$ cat src/rtl/lspp_pkg.sv
// package for the line sensor packet parser: frame constants and shared types
package lspp_pkg;

    localparam int unsigned FRAME_LEN = 9;
    localparam logic [7:0] FRAME_HEADER = 8'hFF;
    localparam logic [7:0] FRAME_FOOTER = 8'hFE;
    localparam int unsigned CLEARED_BIT = 9;
    localparam logic [7:0] ONLINE_MASK = 8'h01;

    // byte position of the last frame byte, held by the counter when it arrives
    localparam logic [3:0] LAST_POS = 4'(FRAME_LEN - 1);
    localparam logic [3:0] END_POS = 4'(FRAME_LEN);

    // payload bytes 1 to 7 of a frame, index 0 is frame byte 1
    typedef logic [6:0][7:0] t_frame_data;

    // collector state seen by the top level
    typedef struct packed {
        logic       collecting;
        logic [3:0] byte_index;
        logic       completing;
    } t_coll_status;

    // decoded frame
    typedef struct packed {
        logic               good;
        logic               on_line;
        logic [15:0]        sensor_bits;
        logic signed [15:0] angle_tenths;
        logic [7:0]         confidence;
        logic               side_back;
        logic               side_left;
        logic               side_front;
        logic               side_right;
    } t_result;

endpackage

$ cat src/rtl/lspp_collector.sv
// frame collector: header hunt, byte counter and payload byte store
module lspp_collector (
    input  logic                  i_clk,
    input  logic                  i_rst_n,
    input  logic                  i_accept,
    input  logic [7:0]            i_rx_byte,
    output lspp_pkg::t_coll_status o_status,
    output lspp_pkg::t_frame_data o_data
);

    logic       r_collecting;
    logic       n_collecting;
    logic [3:0] r_byte_index;
    logic [3:0] n_byte_index;
    logic [3:0] idx_inc;
    lspp_pkg::t_frame_data r_data;

    assign idx_inc = r_byte_index + 4'd1;

    always_comb begin
        n_collecting = r_collecting;
        n_byte_index = r_byte_index;
        if (i_accept) begin
            if (!r_collecting) begin
                if (i_rx_byte == lspp_pkg::FRAME_HEADER) begin
                    n_collecting = 1'b1;
                    n_byte_index = 4'd1;
                end
            end else if (r_byte_index < lspp_pkg::END_POS) begin
                if (idx_inc >= lspp_pkg::END_POS) begin
                    n_collecting = 1'b0;
                    n_byte_index = 4'd0;
                end else begin
                    n_byte_index = idx_inc;
                end
            end else begin
                // out of range count, drop back to header hunt
                n_collecting = 1'b0;
                n_byte_index = 4'd0;
            end
        end
    end

    always_ff @(posedge i_clk) begin
        if (!i_rst_n) begin
            r_collecting <= 1'b0;
            r_byte_index <= 4'd0;
        end else begin
            r_collecting <= n_collecting;
            r_byte_index <= n_byte_index;
        end
    end

    // payload store, bytes 1..7 only; header and footer are not kept
    always_ff @(posedge i_clk) begin
        for (int k = 1; k <= 7; k++) begin
            if (i_accept && r_collecting && (r_byte_index == 4'(k))) begin
                r_data[k-1] <= i_rx_byte;
            end
        end
    end

    assign o_status.collecting = r_collecting;
    assign o_status.byte_index = r_byte_index;
    assign o_status.completing = r_collecting && (r_byte_index == lspp_pkg::LAST_POS);
    assign o_data = r_data;

endmodule

$ cat src/rtl/lspp_decoder.sv
// frame checker and field decoder: footer, xor checksum and field unpacking
module lspp_decoder (
    input  lspp_pkg::t_frame_data i_data,
    input  logic [7:0]            i_footer,
    output lspp_pkg::t_result     o_result
);

    logic [7:0]  sum;
    logic [15:0] bits;

    assign sum = i_data[0] ^ i_data[1] ^ i_data[2] ^ i_data[3] ^ i_data[4] ^ i_data[5];

    always_comb begin
        bits = {i_data[1], i_data[2]};
        bits[lspp_pkg::CLEARED_BIT] = 1'b0;
    end

    assign o_result.good = (i_footer == lspp_pkg::FRAME_FOOTER) && (sum == i_data[6]);
    assign o_result.on_line = |(i_data[0] & lspp_pkg::ONLINE_MASK);
    assign o_result.sensor_bits = bits;
    assign o_result.angle_tenths = $signed({i_data[3], i_data[4]});
    assign o_result.confidence = i_data[5];
    assign o_result.side_back = bits[12];
    assign o_result.side_left = bits[13];
    assign o_result.side_front = bits[14];
    assign o_result.side_right = bits[15];

endmodule

$ cat src/rtl/line_sensor_packet_parser_unit.sv
// top level of the line sensor packet parser: collector, decoder and result register
// output: a good frame's result appears in the cycle after the request carrying the footer byte
// throughput: one byte request per cycle; only the footer byte waits on a full,
//   stalled result register, every other byte is taken regardless
// reset: synchronous active low, returns to header hunt with an empty result register
module line_sensor_packet_parser_unit (
    input  logic               i_clk,
    input  logic               i_rst_n,
    input  logic               i_in_valid,
    output logic               o_in_ready,
    input  logic [7:0]         i_rx_byte,
    output logic               o_out_valid,
    input  logic               i_out_ready,
    output logic               o_on_line,
    output logic [15:0]        o_sensor_bits,
    output logic signed [15:0] o_angle_tenths,
    output logic [7:0]         o_confidence,
    output logic               o_side_back,
    output logic               o_side_left,
    output logic               o_side_front,
    output logic               o_side_right
);

    lspp_pkg::t_coll_status status;
    lspp_pkg::t_frame_data  frame_data;
    lspp_pkg::t_result      dec_result;

    logic in_accept;
    logic out_free;
    logic load;

    logic               r_out_valid;
    logic               n_out_valid;
    lspp_pkg::t_result  r_result;

    // result register can take a new request when empty or being drained
    assign out_free = !r_out_valid || i_out_ready;
    // only the byte that closes a frame can produce a result request
    assign o_in_ready = out_free || !status.completing;
    assign in_accept = i_in_valid && o_in_ready;

    lspp_collector u_collector (
        .i_clk     (i_clk),
        .i_rst_n   (i_rst_n),
        .i_accept  (in_accept),
        .i_rx_byte (i_rx_byte),
        .o_status  (status),
        .o_data    (frame_data)
    );

    // the incoming byte is checked as the footer while bytes 1..7 come from the store
    lspp_decoder u_decoder (
        .i_data   (frame_data),
        .i_footer (i_rx_byte),
        .o_result (dec_result)
    );

    // load a result on a good frame closing this cycle
    assign load = in_accept && status.completing && dec_result.good;

    always_comb begin
        n_out_valid = r_out_valid;
        if (i_out_ready) begin
            n_out_valid = 1'b0;
        end
        if (load) begin
            n_out_valid = 1'b1;
        end
    end

    always_ff @(posedge i_clk) begin
        if (!i_rst_n) begin
            r_out_valid <= 1'b0;
        end else begin
            r_out_valid <= n_out_valid;
        end
    end

    // payload needs no reset, qualified by r_out_valid
    always_ff @(posedge i_clk) begin
        if (load) begin
            r_result <= dec_result;
        end
    end

    assign o_out_valid = r_out_valid;
    assign o_on_line = r_result.on_line;
    assign o_sensor_bits = r_result.sensor_bits;
    assign o_angle_tenths = r_result.angle_tenths;
    assign o_confidence = r_result.confidence;
    assign o_side_back = r_result.side_back;
    assign o_side_left = r_result.side_left;
    assign o_side_front = r_result.side_front;
    assign o_side_right = r_result.side_right;

    // the counter stays inside the frame while collecting
    a_index_range: assert property (@(posedge i_clk) disable iff (!i_rst_n)
        status.collecting |-> (status.byte_index >= 4'd1) &&
                              (status.byte_index <= lspp_pkg::LAST_POS))
        else $error("byte index out of range while collecting");

    // header hunt always starts from a cleared counter
    a_idle_index: assert property (@(posedge i_clk) disable iff (!i_rst_n)
        !status.collecting |-> (status.byte_index == 4'd0))
        else $error("byte index not cleared while idle");

    // closing byte always returns to header hunt
    a_close_idle: assert property (@(posedge i_clk) disable iff (!i_rst_n)
        (in_accept && status.completing) |=> !status.collecting)
        else $error("collector did not return to idle after frame end");

    // a stalled full result register blocks the closing byte only
    a_stall_block: assert property (@(posedge i_clk) disable iff (!i_rst_n)
        (r_out_valid && !i_out_ready) |-> (o_in_ready == !status.completing))
        else $error("input ready wrong while result is stalled");

endmodule

$ cat config.mk
export PLATFORM = sky130hd
export DESIGN_NAME = line_sensor_packet_parser_unit
export DESIGN_NICKNAME = d
export VERILOG_FILES = /design/src/rtl/lspp_pkg.sv /design/src/rtl/lspp_collector.sv /design/src/rtl/lspp_decoder.sv /design/src/rtl/line_sensor_packet_parser_unit.sv
export SDC_FILE = /design/constraint.sdc
export NUM_CORES = 1
export LEC_CHECK = 0
export BUFFER_PORTS_ARGS = -buffer_cell sky130_fd_sc_hd__buf_2
export CORE_MARGIN = 2
export CORE_UTILIZATION = 60
export DETAILED_ROUTE_END_ITERATION = 10
export PLACE_DENSITY_LB_ADDON = 0.2
export SETUP_SLACK_MARGIN = 0.5
export SKIP_LAST_GASP = 1
export SLEW_MARGIN = 30
export SYNTH_ARGS = -nofsm -noshare
export SYNTH_HDL_FRONTEND = slang
export SYNTH_SLANG_ARGS = --single-unit
$ cat constraint.sdc
create_clock -name i_clk -period 8.8 [get_ports i_clk]
set_input_delay 0.44 -clock i_clk [delete_from_list [all_inputs] [get_ports i_clk]]
set_output_delay 0.44 -clock i_clk [all_outputs]
set_load 0.02 [all_outputs]
=== Word level (Yosys, flattened, before mapping) ===
Cells that the tools add are included.

* Eq/ne operators: 11
* $add $sub $neg: 1
* Bitwise gates (word level): 5
* Muxes and demuxes: 10
* Reductions and logical operators: 20
* Magnitude comparators: 2

{| class="wikitable"
|+ Operators by type and width
! operator !! number
|-
| $xor A8 B8 Y8 || 5
|-
| $eq A4 B3 Y1 const B || 4
|-
| $eq A8 B8 Y1 const B || 2
|-
| $mux W4 || 4
|-
| $logic_and A1 B1 Y1 || 13
|-
| $eq A4 B2 Y1 const B || 2
|-
| $eq A8 B8 Y1 || 1
|-
| $mux W1 || 6
|-
| $add A4 B1 Y4 const B || 1
|-
| $eq A4 B1 Y1 const B || 1
|-
| $eq A4 B4 Y1 const B || 1
|-
| $ge A4 B4 Y1 const B || 1
|-
| $lt A4 B4 Y1 const B || 1
|-
| $reduce_bool A2 Y1 || 2
|-
| $logic_not A1 Y1 || 2
|-
| $logic_or A1 B1 Y1 || 2
|-
| $reduce_and A2 Y1 || 1
|}

* Input bits: 12
* Output and inout port bits: 47
* Register bits after elaboration: 106
* Word-level logic and storage cells: 67

=== Logic depth before layout (Yosys ltp) ===
Gate-level depths: netlist (run 1).

* Depth after elaboration: 9
* Mapped depth: 8
* Gate-level depth less buffers: 7

=== By module ===
A second synthesis (run 1) with hierarchy kept.

* Cell total of the unflattened synthesis: 241
* Area total of the unflattened synthesis: 4389.2 um2

{| class="wikitable"
|+ Modules (own cells, without submodules)
! module !! seq. area each (um2) !! times used !! area an instance (um2) !! cells an instance
|-
| lspp_collector || 1781.7 || 1 || 2087.0 || 102
|-
| line_sensor_packet_parser_unit || 1371.3 || 1 || 1426.4 || 53
|-
| lspp_decoder || 0.0 || 1 || 875.8 || 86
|}

=== Worst setup path before layout (run 1) ===
No wires, ideal clock.

* Path type: register to register
* From: register u_collector.r_data, in the netlist u_collector.o_data[47]
* To: register r_result, in the netlist o_angle_tenths[0] (enable)
* Clock period less this slack: 4.108 ns
* Setup time: 0.461 ns
* Data required time: 8.339 ns
* Buffers on the path: 0
* Stages on the path, launching flop included: 5
* Setup slack: 4.692 ns
* Data arrival time: 3.647 ns
* Cell sequence: edfxtp_1 xnor2_2 xnor3_1 or4_1 nor4_2

* Longest elaborated chain between the ends: 4

{| class="wikitable"
|+ Ends and longest elaborated chain
! element !! line !! text
|-
| from (decl) || lspp_collector.sv:16 || <nowiki>lspp_pkg::t_frame_data r_data;</nowiki>
|-
| from (signal, indexed assignment) || lspp_collector.sv:58 || <nowiki>r_data[k-1] <= i_rx_byte;</nowiki>
|-
| $xor A8 B8 Y8 || lspp_decoder.sv:11 || <nowiki>assign sum = i_data[0] ^ i_data[1] ^ i_data[2] ^ i_data[3] ^ i_data[4] ^ i_data[5];</nowiki>
|-
| $eq A8 B8 Y1 || lspp_decoder.sv:18 || <nowiki>assign o_result.good = (i_footer == lspp_pkg::FRAME_FOOTER) && (sum == i_data[6]);</nowiki>
|-
| $logic_and A1 B1 Y1 || lspp_decoder.sv:18 ||
|-
| $logic_and A1 B1 Y1 || line_sensor_packet_parser_unit.sv:59 || <nowiki>assign load = in_accept && status.completing && dec_result.good;</nowiki>
|-
| named net load || line_sensor_packet_parser_unit.sv:30 || <nowiki>logic load;</nowiki>
|-
| to (signal assigned) || line_sensor_packet_parser_unit.sv:82 || <nowiki>r_result <= dec_result;</nowiki>
|-
| to (decl) || line_sensor_packet_parser_unit.sv:34 || <nowiki>lspp_pkg::t_result r_result;</nowiki>
|}

The timed path passes the listed nets, and every way through them passes these cells.
A chain may end at the register's enable or synchronous reset.

=== Final worst setup path (run 1) ===
* From: register u_collector.r_data, in the netlist u_collector.o_data[47]
* To: register r_result, in the netlist o_confidence[5] (enable)

Same word-level chain as after synthesis.

==> results of run 1 <==
per-layer routing:
layer / GRT usage / vias to the layer above / part of all wire
li1: - / 902 / -
met5: 0 / - / 0
met1: 0.2500 / 908 / 0.43
met3: 0.03441 / 11 / 0.053
met4: 0.08658 / 0 / 0.021
met2: 0.2971 / 67 / 0.50
path summary, 6_finish.rpt:
check                               from                endpoint  slack, ns  cells after the start
setup / recovery  u_collector.o_data[47]         o_confidence[5]       5.78                      5
hold / removal              i_rx_byte[2]  u_collector.o_data[42]       0.35                      1
setup reg to reg  u_collector.o_data[47]         o_confidence[5]       5.78                      5
hold reg to reg    u_collector.o_data[8]        o_sensor_bits[8]       0.46                      0
kinds of logic after synthesis:
logic type	synth area share
flops	0.7705
xor+xnor	0.1169
other cells	0.0009622
simple gates	0.05682
fa+ha+maj	0.01605
buf+inv	0.01477
compound gates	0.02408
synth_stat cells (all sizes together), types with 3 or more instances:
master   n  area, sq um
edfxtp  96         2883
xnor2   31        286.5
xor2     9        78.83
and2     7        43.79
buf      6        42.54
dfxtp    6        120.1
ha       5        62.56
nand2    5        18.77
a21oi    4        20.02
inv      4        15.01
xnor3    4        90.09
nand2b   3        18.77
nand3    3        15.01
nand3b   3        22.52
nor2     3        11.26
o21ai    3        15.01
or3      3        18.77
worst max-delay path, cell delays in order (launching register included):
cell,delay [ns]
edfxtp_1,0.44
xnor2_2,0.16
xnor3_1,0.45
or4_1,0.53
nor4_4,0.55
buf_4,0.51
through the flow:
| stage | std cells | hold slack, ns | total power (uW) | utilization | setup slack, ns |
|---|---|---|---|---|---|
| after floorplan | 211 | 0.4283 | 539.4 | - | 4.692 |
| after global placement | 340 | 0.4353 | 544.9 | 0.6736 | 5.880 |
| after detailed placement | 340 | 0.4382 | 545.2 | 0.6736 | 5.791 |
| after CTS | 356 | 0.3394 | 943.5 | 0.7198 | 5.781 |
| after global routing | 356 | 0.3493 | 965.8 | 0.7198 | 5.688 |
| final | 356 | 0.3538 | 938.7 | 0.7198 | 5.781 |
flip-flops by register name, indices dropped and copies added (netlist names), 4 cells and up:
signal,count
o_angle_tenths,16
o_confidence,8
o_sensor_bits,14
u_collector.o_data,56
u_collector.r_byte_index,4
report_power, final:
part           internal (uW)  switching [uW]
registers                526          0.0434
logic                   2.43            5.66
clock network            248             156
layout make-up:
type,count,area [sq um]
well taps,77,96.34
inverters,4,15.01
clock inverters,7,167.7
repair buffers,58,292.8
multi-input cells,99,845.8
fillers,402,1769
flip-flops and latches,102,3003
clock buffers,9,123.9
==> results.json, run 1 <==
{
  "status": "finished, final reports clean",
  "nets": 291,
  "portBuffers": 57,
  "ys_seq_elements": 102,
  "postSynthCellCount": 211,
  "clock-sinks": 102,
  "synth_nets": 228,
  "path_class": "reg -> reg",
  "dp_hpwl_mm": 4.030,
  "routed_wl_mm": 6.123,
  "syn_area_sq_mm": 0.003897,
  "tightestPinTransition_ns": 0.7051,
  "fin_crit_ns": 3.019,
  "htree_levels": 3,
  "clk_pin_slew_ns": 0.10,
  "dieWidth_um": 84.60,
  "final_area_sq_mm": 0.004544,
  "cts_tree": "built",
  "ys.flop_type": "edfxtp_1",
  "async_reset_ff_frac": 0,
  "grt-ovfl-total": 0,
  "synth-seq-area-share": 0.7705,
  "leakagePower_uw": 0.001604,
  "postRouteAntennaNets": 0,
  "dr_total_vias": 1888,
  "slew_viol_final": 0,
  "die_h_um": 84.60,
  "drive_gt1_frac": 0.2832,
  "power.density_mw_per_mm2": 206.6,
  "dpl-instance-area_sq_mm": 0.004253,
  "holdBufCountCts": 0,
  "pin_count": 59,
  "final_cell_mix": "edfxtp_1, buf_2, xnor2_1, xor2_1, clkbuf_8",
  "cap_violations": 0,
  "synth.avg_cell_area_sq_um": 18.47,
  "cp_max_fo": 31,
  "hold_viol": 0,
  "worstSkewPairLatency_ns": 0.36,
  "ys_types": 33,
  "end_kind": "register",
  "core_sq_mm": 0.006314,
  "cts_inserted_buffers": 9,
  "dr.pass1.iters": 4,
  "cts_resized": 0,
  "wl_per_cell_um": 17.20,
  "post-cts-setup-buffers": 0,
  "num_antenna_cells": 0,
  "min_path_type": "in -> reg",
  "antenna_found_initial": 0,
  "setup_violations": 0,
  "num_rows": 29,
  "fin_skew_ns": 0.01311,
  "slew_headroom": 0.5264,
  "layout_commonest_cell": "edfxtp_1",
  "cp.arrival_ns": 3.03,
  "period_share": 0.3431,
  "rsz0062_at_grt": "no",
  "grt_pass1_wl_mm": 9.687,
  "syn_to_final_growth_pct": 16.60,
  "max_freq_ghz": 0.3312,
  "ir_drop_mv": 0.1214,
  "grt_pass1_vias": 1840,
  "dieArea_sq_mm": 0.007156,
  "drcViolationCount": 0,
  "gp_congestion": 0.8727,
  "critPathLaunchType": "register",
  "clockBufferDepth": 2,
  "yosys_warnings": 0,
  "grt_max_degree": 32,
  "grt_usage": 0.1855,
  "start_util": 0.6173,
  "required_ns": 8.81,
  "drt-vias-per-instance": 5.303,
  "drt-initial-drc-count": 173,
  "tns_ns": 0,
  "root_buffer": "clkbuf_8",
  "synth_edf_count": 96
}
Power figures use the tool's default switching activity.
==> run 2: changes to the inputs <==
--- a/config.mk
+++ b/config.mk
@@ -7,7 +7,7 @@
 export LEC_CHECK = 0
 export BUFFER_PORTS_ARGS = -buffer_cell sky130_fd_sc_hd__buf_2
 export CORE_MARGIN = 2
-export CORE_UTILIZATION = 60
+export CORE_UTILIZATION = 56
 export DETAILED_ROUTE_END_ITERATION = 10
 export PLACE_DENSITY_LB_ADDON = 0.2
 export SETUP_SLACK_MARGIN = 0.5
==> constraint.sdc (replaced) <==
create_clock -name i_clk -period 3.1 [get_ports i_clk]
set_input_delay 0.155 -clock i_clk [delete_from_list [all_inputs] [get_ports i_clk]]
set_output_delay 0.155 -clock i_clk [all_outputs]
set_load 0.02 [all_outputs]
==> results.json, run 2 (synthesis results as in run 1) <==
{
  "use_met1": 0.2426,
  "finalPower_uw": 2308,
  "hold-worst-slack_ns": 0.06375,
  "root_buffer": "clkbuf_8",
  "worstSetupPathDepth": 5,
  "routed_wl_mm": 6.143,
  "power.density_mw_per_mm2": 517.9,
  "dieWidth_um": 87.43,
  "dr_total_vias": 1890,
  "max_freq_ghz": 0.4145,
  "die_h_um": 87.43,
  "rsz0062_at_grt": "no",
  "num_rows": 30,
  "final_cell_mix": "edfxtp_1, buf_2, xnor2_1, xor2_1, clkbuf_8",
  "p_comb_frac": 0.010,
  "crit_family": "simple AND/OR/NAND/NOR gates",
  "slew_headroom": 0.6137,
  "leakagePower_uw": 0.001565,
  "cap_violations": 0,
  "cts_resized": 0,
  "worstSkewPairLatency_ns": 0.35,
  "post-cts-setup-buffers": 0,
  "antenna_found_initial": 0,
  "grt_max_degree": 28,
  "hold_viol": 0,
  "holdBufCountCts": 0,
  "worst_path_largest_cell_delay_ns": 0.50,
  "min_path_type": "in -> reg",
  "cp_max_fo": 27,
  "p_clk_frac": 0.343,
  "grt-ovfl-total": 0,
  "fin_ws_ns": 0.6876,
  "fin_skew_ns": 0.009434,
  "tightestPinTransition_ns": 0.5794,
  "fin_util": 0.6596,
  "end_kind": "register",
  "nets": 292,
  "ir_drop_mv": 0.2582,
  "pin_count": 59,
  "pre_cts_ws_ns": 0.7140,
  "path_class": "reg -> reg",
  "grt_usage": 0.1762,
  "fin_crit_ns": 2.412,
  "rr_endpoint": "o_angle_tenths[13]",
  "reg2reg_from": "u_collector.o_data[15]",
  "critPathLaunchType": "register",
  "drt-initial-drc-count": 103,
  "cpMostUsedCell": "xnor3_1",
  "setup.worst_path.start": "u_collector.o_data[15]",
  "path_cells": "xnor3_1, xnor3_1, or4_4, nor4_4, buf_4",
  "worst_r2r_path_depth": 5,
  "cp.arrival_ns": 2.43,
  "grt_pass1_vias": 1849,
  "ff2ff_setup_slack_ns": 0.69,
  "dr.pass1.iters": 4,
  "largest_reg_flops": 56,
  "grt_pass1_wl_mm": 9.584,
  "p_int_uw": 1872,
  "postRouteAntennaNets": 0,
  "fin_cells": 360,
  "start_util": 0.5769,
  "power.switching_uw": 435.7,
  "clock-sinks": 102,
  "required_ns": 3.12,
  "core_sq_mm": 0.006756,
  "status": "finished, final reports clean",
  "seqPwrFrac": 0.647,
  "wl_per_cell_um": 17.06,
  "dieArea_sq_mm": 0.007643,
  "syn_to_final_growth_pct": 14.35,
  "drcViolationCount": 0,
  "num_antenna_cells": 0,
  "htree_levels": 3,
  "met2_usage": 0.2576,
  "slew_viol_final": 0,
  "met3_usage": 0.03886,
  "period_share": 0.7782,
  "setup_violations": 0,
  "layout_commonest_cell": "edfxtp_1",
  "cts_inserted_buffers": 9,
  "portBuffers": 57,
  "drive_gt1_frac": 0.2821,
  "dp_hpwl_mm": 4.128,
  "slowest_stage": "or4_4",
  "critPathBufInv": 1,
  "gp_congestion": 0.9019,
  "clk_pin_slew_ns": 0.09,
  "swShare": 0.1888,
  "busiest_layer": "met2",
  "drt-vias-per-instance": 5.250,
  "worstSetupEndpoint": "o_angle_tenths[13]",
  "clockBufferDepth": 2,
  "post-place-cells": 344,
  "cts_tree": "built"
}
==> run 2: cell count changes in the layout (fill, tap and decap cells not counted), sizes merged <==
cell    change
clkbuf      +1
buf         +1
inv         -1
clkinv      +4
bufinv      -4
==> run 2: power by group through the flow <==
stage	registers, uW	logic, uW	clock network [uW]
final	1490	23.1	792
after CTS	1490	22.9	814
after floorplan	1530	6.07	0
after global routing	1490	25.7	858
after detailed placement	1520	22.9	0
after global placement	1520	22.9	0
==> run 2: stage by stage <==
step | setup TNS [ns] | area [sq um]
2_1_floorplan | -2.758 | 3910
3_3_place_gp | 0 | 4268
3_5_place_dp | 0 | 4268
4_1_cts | 0 | 4457
5_1_grt | 0 | 4457
6_report | 0 | 4457
==> run 2: worst min path at each step <==
stage / start / to / slack, ns / depth (start not counted)
6_report: i_rx_byte[4] / u_collector.o_data[12] / 0.06 / 1
5_1_grt: i_rx_byte[4] / u_collector.o_data[12] / 0.07 / 1
4_1_cts: i_rx_byte[4] / u_collector.o_data[12] / 0.05 / 1
3_5_place_dp: i_rx_byte[5] / u_collector.o_data[37] / 0.43 / 1
3_3_place_gp: i_rx_byte[5] / u_collector.o_data[29] / 0.42 / 1
2_1_floorplan: i_rx_byte[0] / u_collector.o_data[0] / 0.25 / 0
==> run 2: area by class of cell <==
cell class	count	area, sq um
Multi-Input combinational cell	99	849.6
Timing Repair Buffer	59	300.3
Tap cell	80	100.1
Inverter	4	15.01
Clock buffer	10	127.6
Sequential cell	102	3003
Clock inverter	6	61.31
Fill cell	484	2300
==> run 2: per-layer routing <==
metal  part of all wire  vias up
li1                   -      905
met1               0.46      908
met5                  0        -
met3              0.042       14
met4              0.028        0
met2               0.47       63
==> run 3: changes to the inputs <==
--- a/config.mk
+++ b/config.mk
@@ -5,9 +5,10 @@
 export SDC_FILE = /design/constraint.sdc
 export NUM_CORES = 1
 export LEC_CHECK = 0
+export ABC_AREA = 1
 export BUFFER_PORTS_ARGS = -buffer_cell sky130_fd_sc_hd__buf_2
 export CORE_MARGIN = 2
-export CORE_UTILIZATION = 56
+export CORE_UTILIZATION = 52
 export DETAILED_ROUTE_END_ITERATION = 10
 export PLACE_DENSITY_LB_ADDON = 0.2
 export SETUP_SLACK_MARGIN = 0.5
==> constraint.sdc (replaced) <==
create_clock -name i_clk -period 2.02 [get_ports i_clk]
set_input_delay 0.101 -clock i_clk [delete_from_list [all_inputs] [get_ports i_clk]]
set_output_delay 0.101 -clock i_clk [all_outputs]
set_load 0.02 [all_outputs]
==> results.json, run 3 <==
{
  "multiInputGateArea_sq_mm": 0.001277,
  "tns_ns": 0,
  "power.density_mw_per_mm2": 647.3,
  "start_util": 0.5381,
  "synth_edf_count": 96,
  "postRouteAntennaNets": 0,
  "min_path_type": "in -> reg",
  "synth_nets": 438,
  "grt_max_degree": 21,
  "period_share": 0.9645,
  "dr.pass1.iters": 5,
  "ys_types": 23,
  "core_sq_mm": 0.008217,
  "pin_count": 59,
  "hold-worst-slack_ns": 0.01041,
  "cap_violations": 0,
  "gp_congestion": 0.9240,
  "pre_cts_ws_ns": 0.07275,
  "final_cell_mix": "nand2_1, edfxtp_1, inv_1, buf_2, buf_6",
  "grt-ovfl-total": 0,
  "portBuffers": 57,
  "fillers": 606,
  "ys_top_cells_by_count": "nand2_1, edfxtp_1, inv_1",
  "ir_drop_mv": 0.3586,
  "fin_crit_ns": 1.948,
  "die_h_um": 96.22,
  "synthTopCellsByArea": "edfxtp_1, nand2_1, inv_1, dfxtp_1, nor2_1",
  "antenna_found_initial": 0,
  "grt_pass1_vias": 3010,
  "path_class": "reg -> reg",
  "async_reset_ff_frac": 0,
  "clk_pin_slew_ns": 0.10,
  "fin_skew_ns": 0.005237,
  "worstSkewPairLatency_ns": 0.36,
  "dieArea_sq_mm": 0.009257,
  "grt_pass1_wl_mm": 13.58,
  "seq_area_sq_mm": 0.003009,
  "end_kind": "register",
  "required_ns": 2.10,
  "postSynthCellCount": 421,
  "clockBufferDepth": 2,
  "dieWidth_um": 96.22,
  "syn_to_final_growth_pct": 26.51,
  "clock-sinks": 102,
  "largest_reg_flops": 56,
  "rsz0062_at_grt": "yes",
  "drt-initial-drc-count": 181,
  "leakagePower_uw": 0.002487,
  "status": "finished, final reports clean",
  "wl_per_cell_um": 14.18,
  "routed_wl_mm": 8.959,
  "synth.avg_cell_area_sq_um": 10.50,
  "num_antenna_cells": 0,
  "fin_cells": 632,
  "cts_tree": "built",
  "synth-seq-area-share": 0.6791,
  "dr_total_vias": 3102,
  "synthMostInstantiatedCell": "nand2_1",
  "htree_levels": 3,
  "drt-vias-per-instance": 4.908,
  "grt_usage": 0.2018,
  "ys_seq_elements": 102,
  "nets": 539,
  "num_rows": 33,
  "max_freq_ghz": 0.5133,
  "cp.arrival_ns": 2.03,
  "ys.flop_type": "edfxtp_1",
  "hold_viol": 0,
  "drcViolationCount": 0,
  "setup_violations": 0,
  "drive_gt1_frac": 0.2903,
  "yosys_warnings": 0,
  "root_buffer": "clkbuf_8",
  "synth.largest_area_cell": "edfxtp_1",
  "cts_inserted_buffers": 9,
  "finalPower_uw": 3621,
  "slew_viol_final": 0,
  "post-place-cells": 592,
  "dp_hpwl_mm": 6.187,
  "fin_ws_ns": 0.07170,
  "syn_area_sq_mm": 0.004422,
  "critPathLaunchType": "register",
  "cp_max_fo": 20,
  "yosysTopAreaCellShare": 0.6520,
  "layout_commonest_cell": "nand2_1"
}
run 3: changes by cell type in the layout (fill, tap and decap cells not counted), sizes merged, moves of 13 or more:
cell | previous run | this run
nand2 | 5 | 156
inv | 5 | 74
buf | 59 | 94
nor2 | 3 | 27
xnor2 | 31 | 7
nand3 | 3 | 16
run 3: final cells by class:
class                           instances  share of cell area
Clock buffer                            9             0.02214
Inverter                               73             0.05144
Timing Repair Buffer                   95              0.1237
Sequential cell                       102              0.5379
Multi-Input combinational cell        241              0.2284
Tap cell                              105             0.02348
Clock inverter                          7             0.01297
run 3: cell families (layout without fill, tap and decap cells):
kind of cell / Yosys count / in the layout / synth area share
buf+inv: 78 / 184 / 0.07046
xor+xnor: 9 / 9 / 0.01783
fa+ha+maj: 5 / 5 / 0.01415
flops: 102 / 102 / 0.6791
compound gates: 14 / 14 / 0.01811
other cells: 1 / 1 / 0.0008481
simple gates: 212 / 212 / 0.1995
run 3: critical path, stage by stage, from the launching register on:
cell,delay (ns)
dfxtp_4,0.36
inv_4,0.07
ha_4,0.15
nand2_4,0.06
nor2_4,0.13
nand2_1,0.08
nor2_2,0.09
nand2_2,0.06
a21oi_2,0.09
nand3_1,0.07
nor2_1,0.12
nand2_2,0.09
clkinvlp_4,0.11
buf_12,0.17
run 3: timing repair:
action | CTS | global route
resized for setup | 30 | 24
pin swaps | 5 | 3
endpoints found under the hold margin | 2 | 0
endpoints found under the setup margin | 102 | 103
setup buffers | 15 | 8
hold buffers | 1 | 0
run 3: metrics by stage:
| step | utilization | instance area (sq um) |
|---|---|---|
| floorplan | - | 4518 |
| global placement | 0.6134 | 5040 |
| detailed placement | 0.6134 | 5040 |
| CTS | 0.6639 | 5455 |
| global route | 0.6808 | 5594 |
| finish | 0.6808 | 5594 |
run 3: path summary, 6_finish.rpt:
check                               from                     end  slack, ns  cells after the start
max          u_collector.r_byte_index[1]        o_sensor_bits[3]       0.07                     13
max reg2reg  u_collector.r_byte_index[1]        o_sensor_bits[3]       0.07                     13
min reg2reg       u_collector.o_data[30]      o_angle_tenths[14]       0.48                      0
min                         i_rx_byte[2]  u_collector.o_data[34]       0.01                      1
run 3: power by group:
part           switching (uW)  internal, uW  leakage [uW]
registers               0.389          2290      0.000913
clock network             707           578     0.0000976
logic                    32.0          14.7       0.00148
total                     739          2880       0.00249
run 3: per-layer routing:
layer	global-route usage	share of wire	vias up	routed length, um
met3	0.02819	0.041	16	367
met1	0.2370	0.39	1470	3455
met5	0	0	-	0
li1	-	-	1546	-
met2	0.3646	0.55	70	4910
met4	0.09167	0.025	0	226
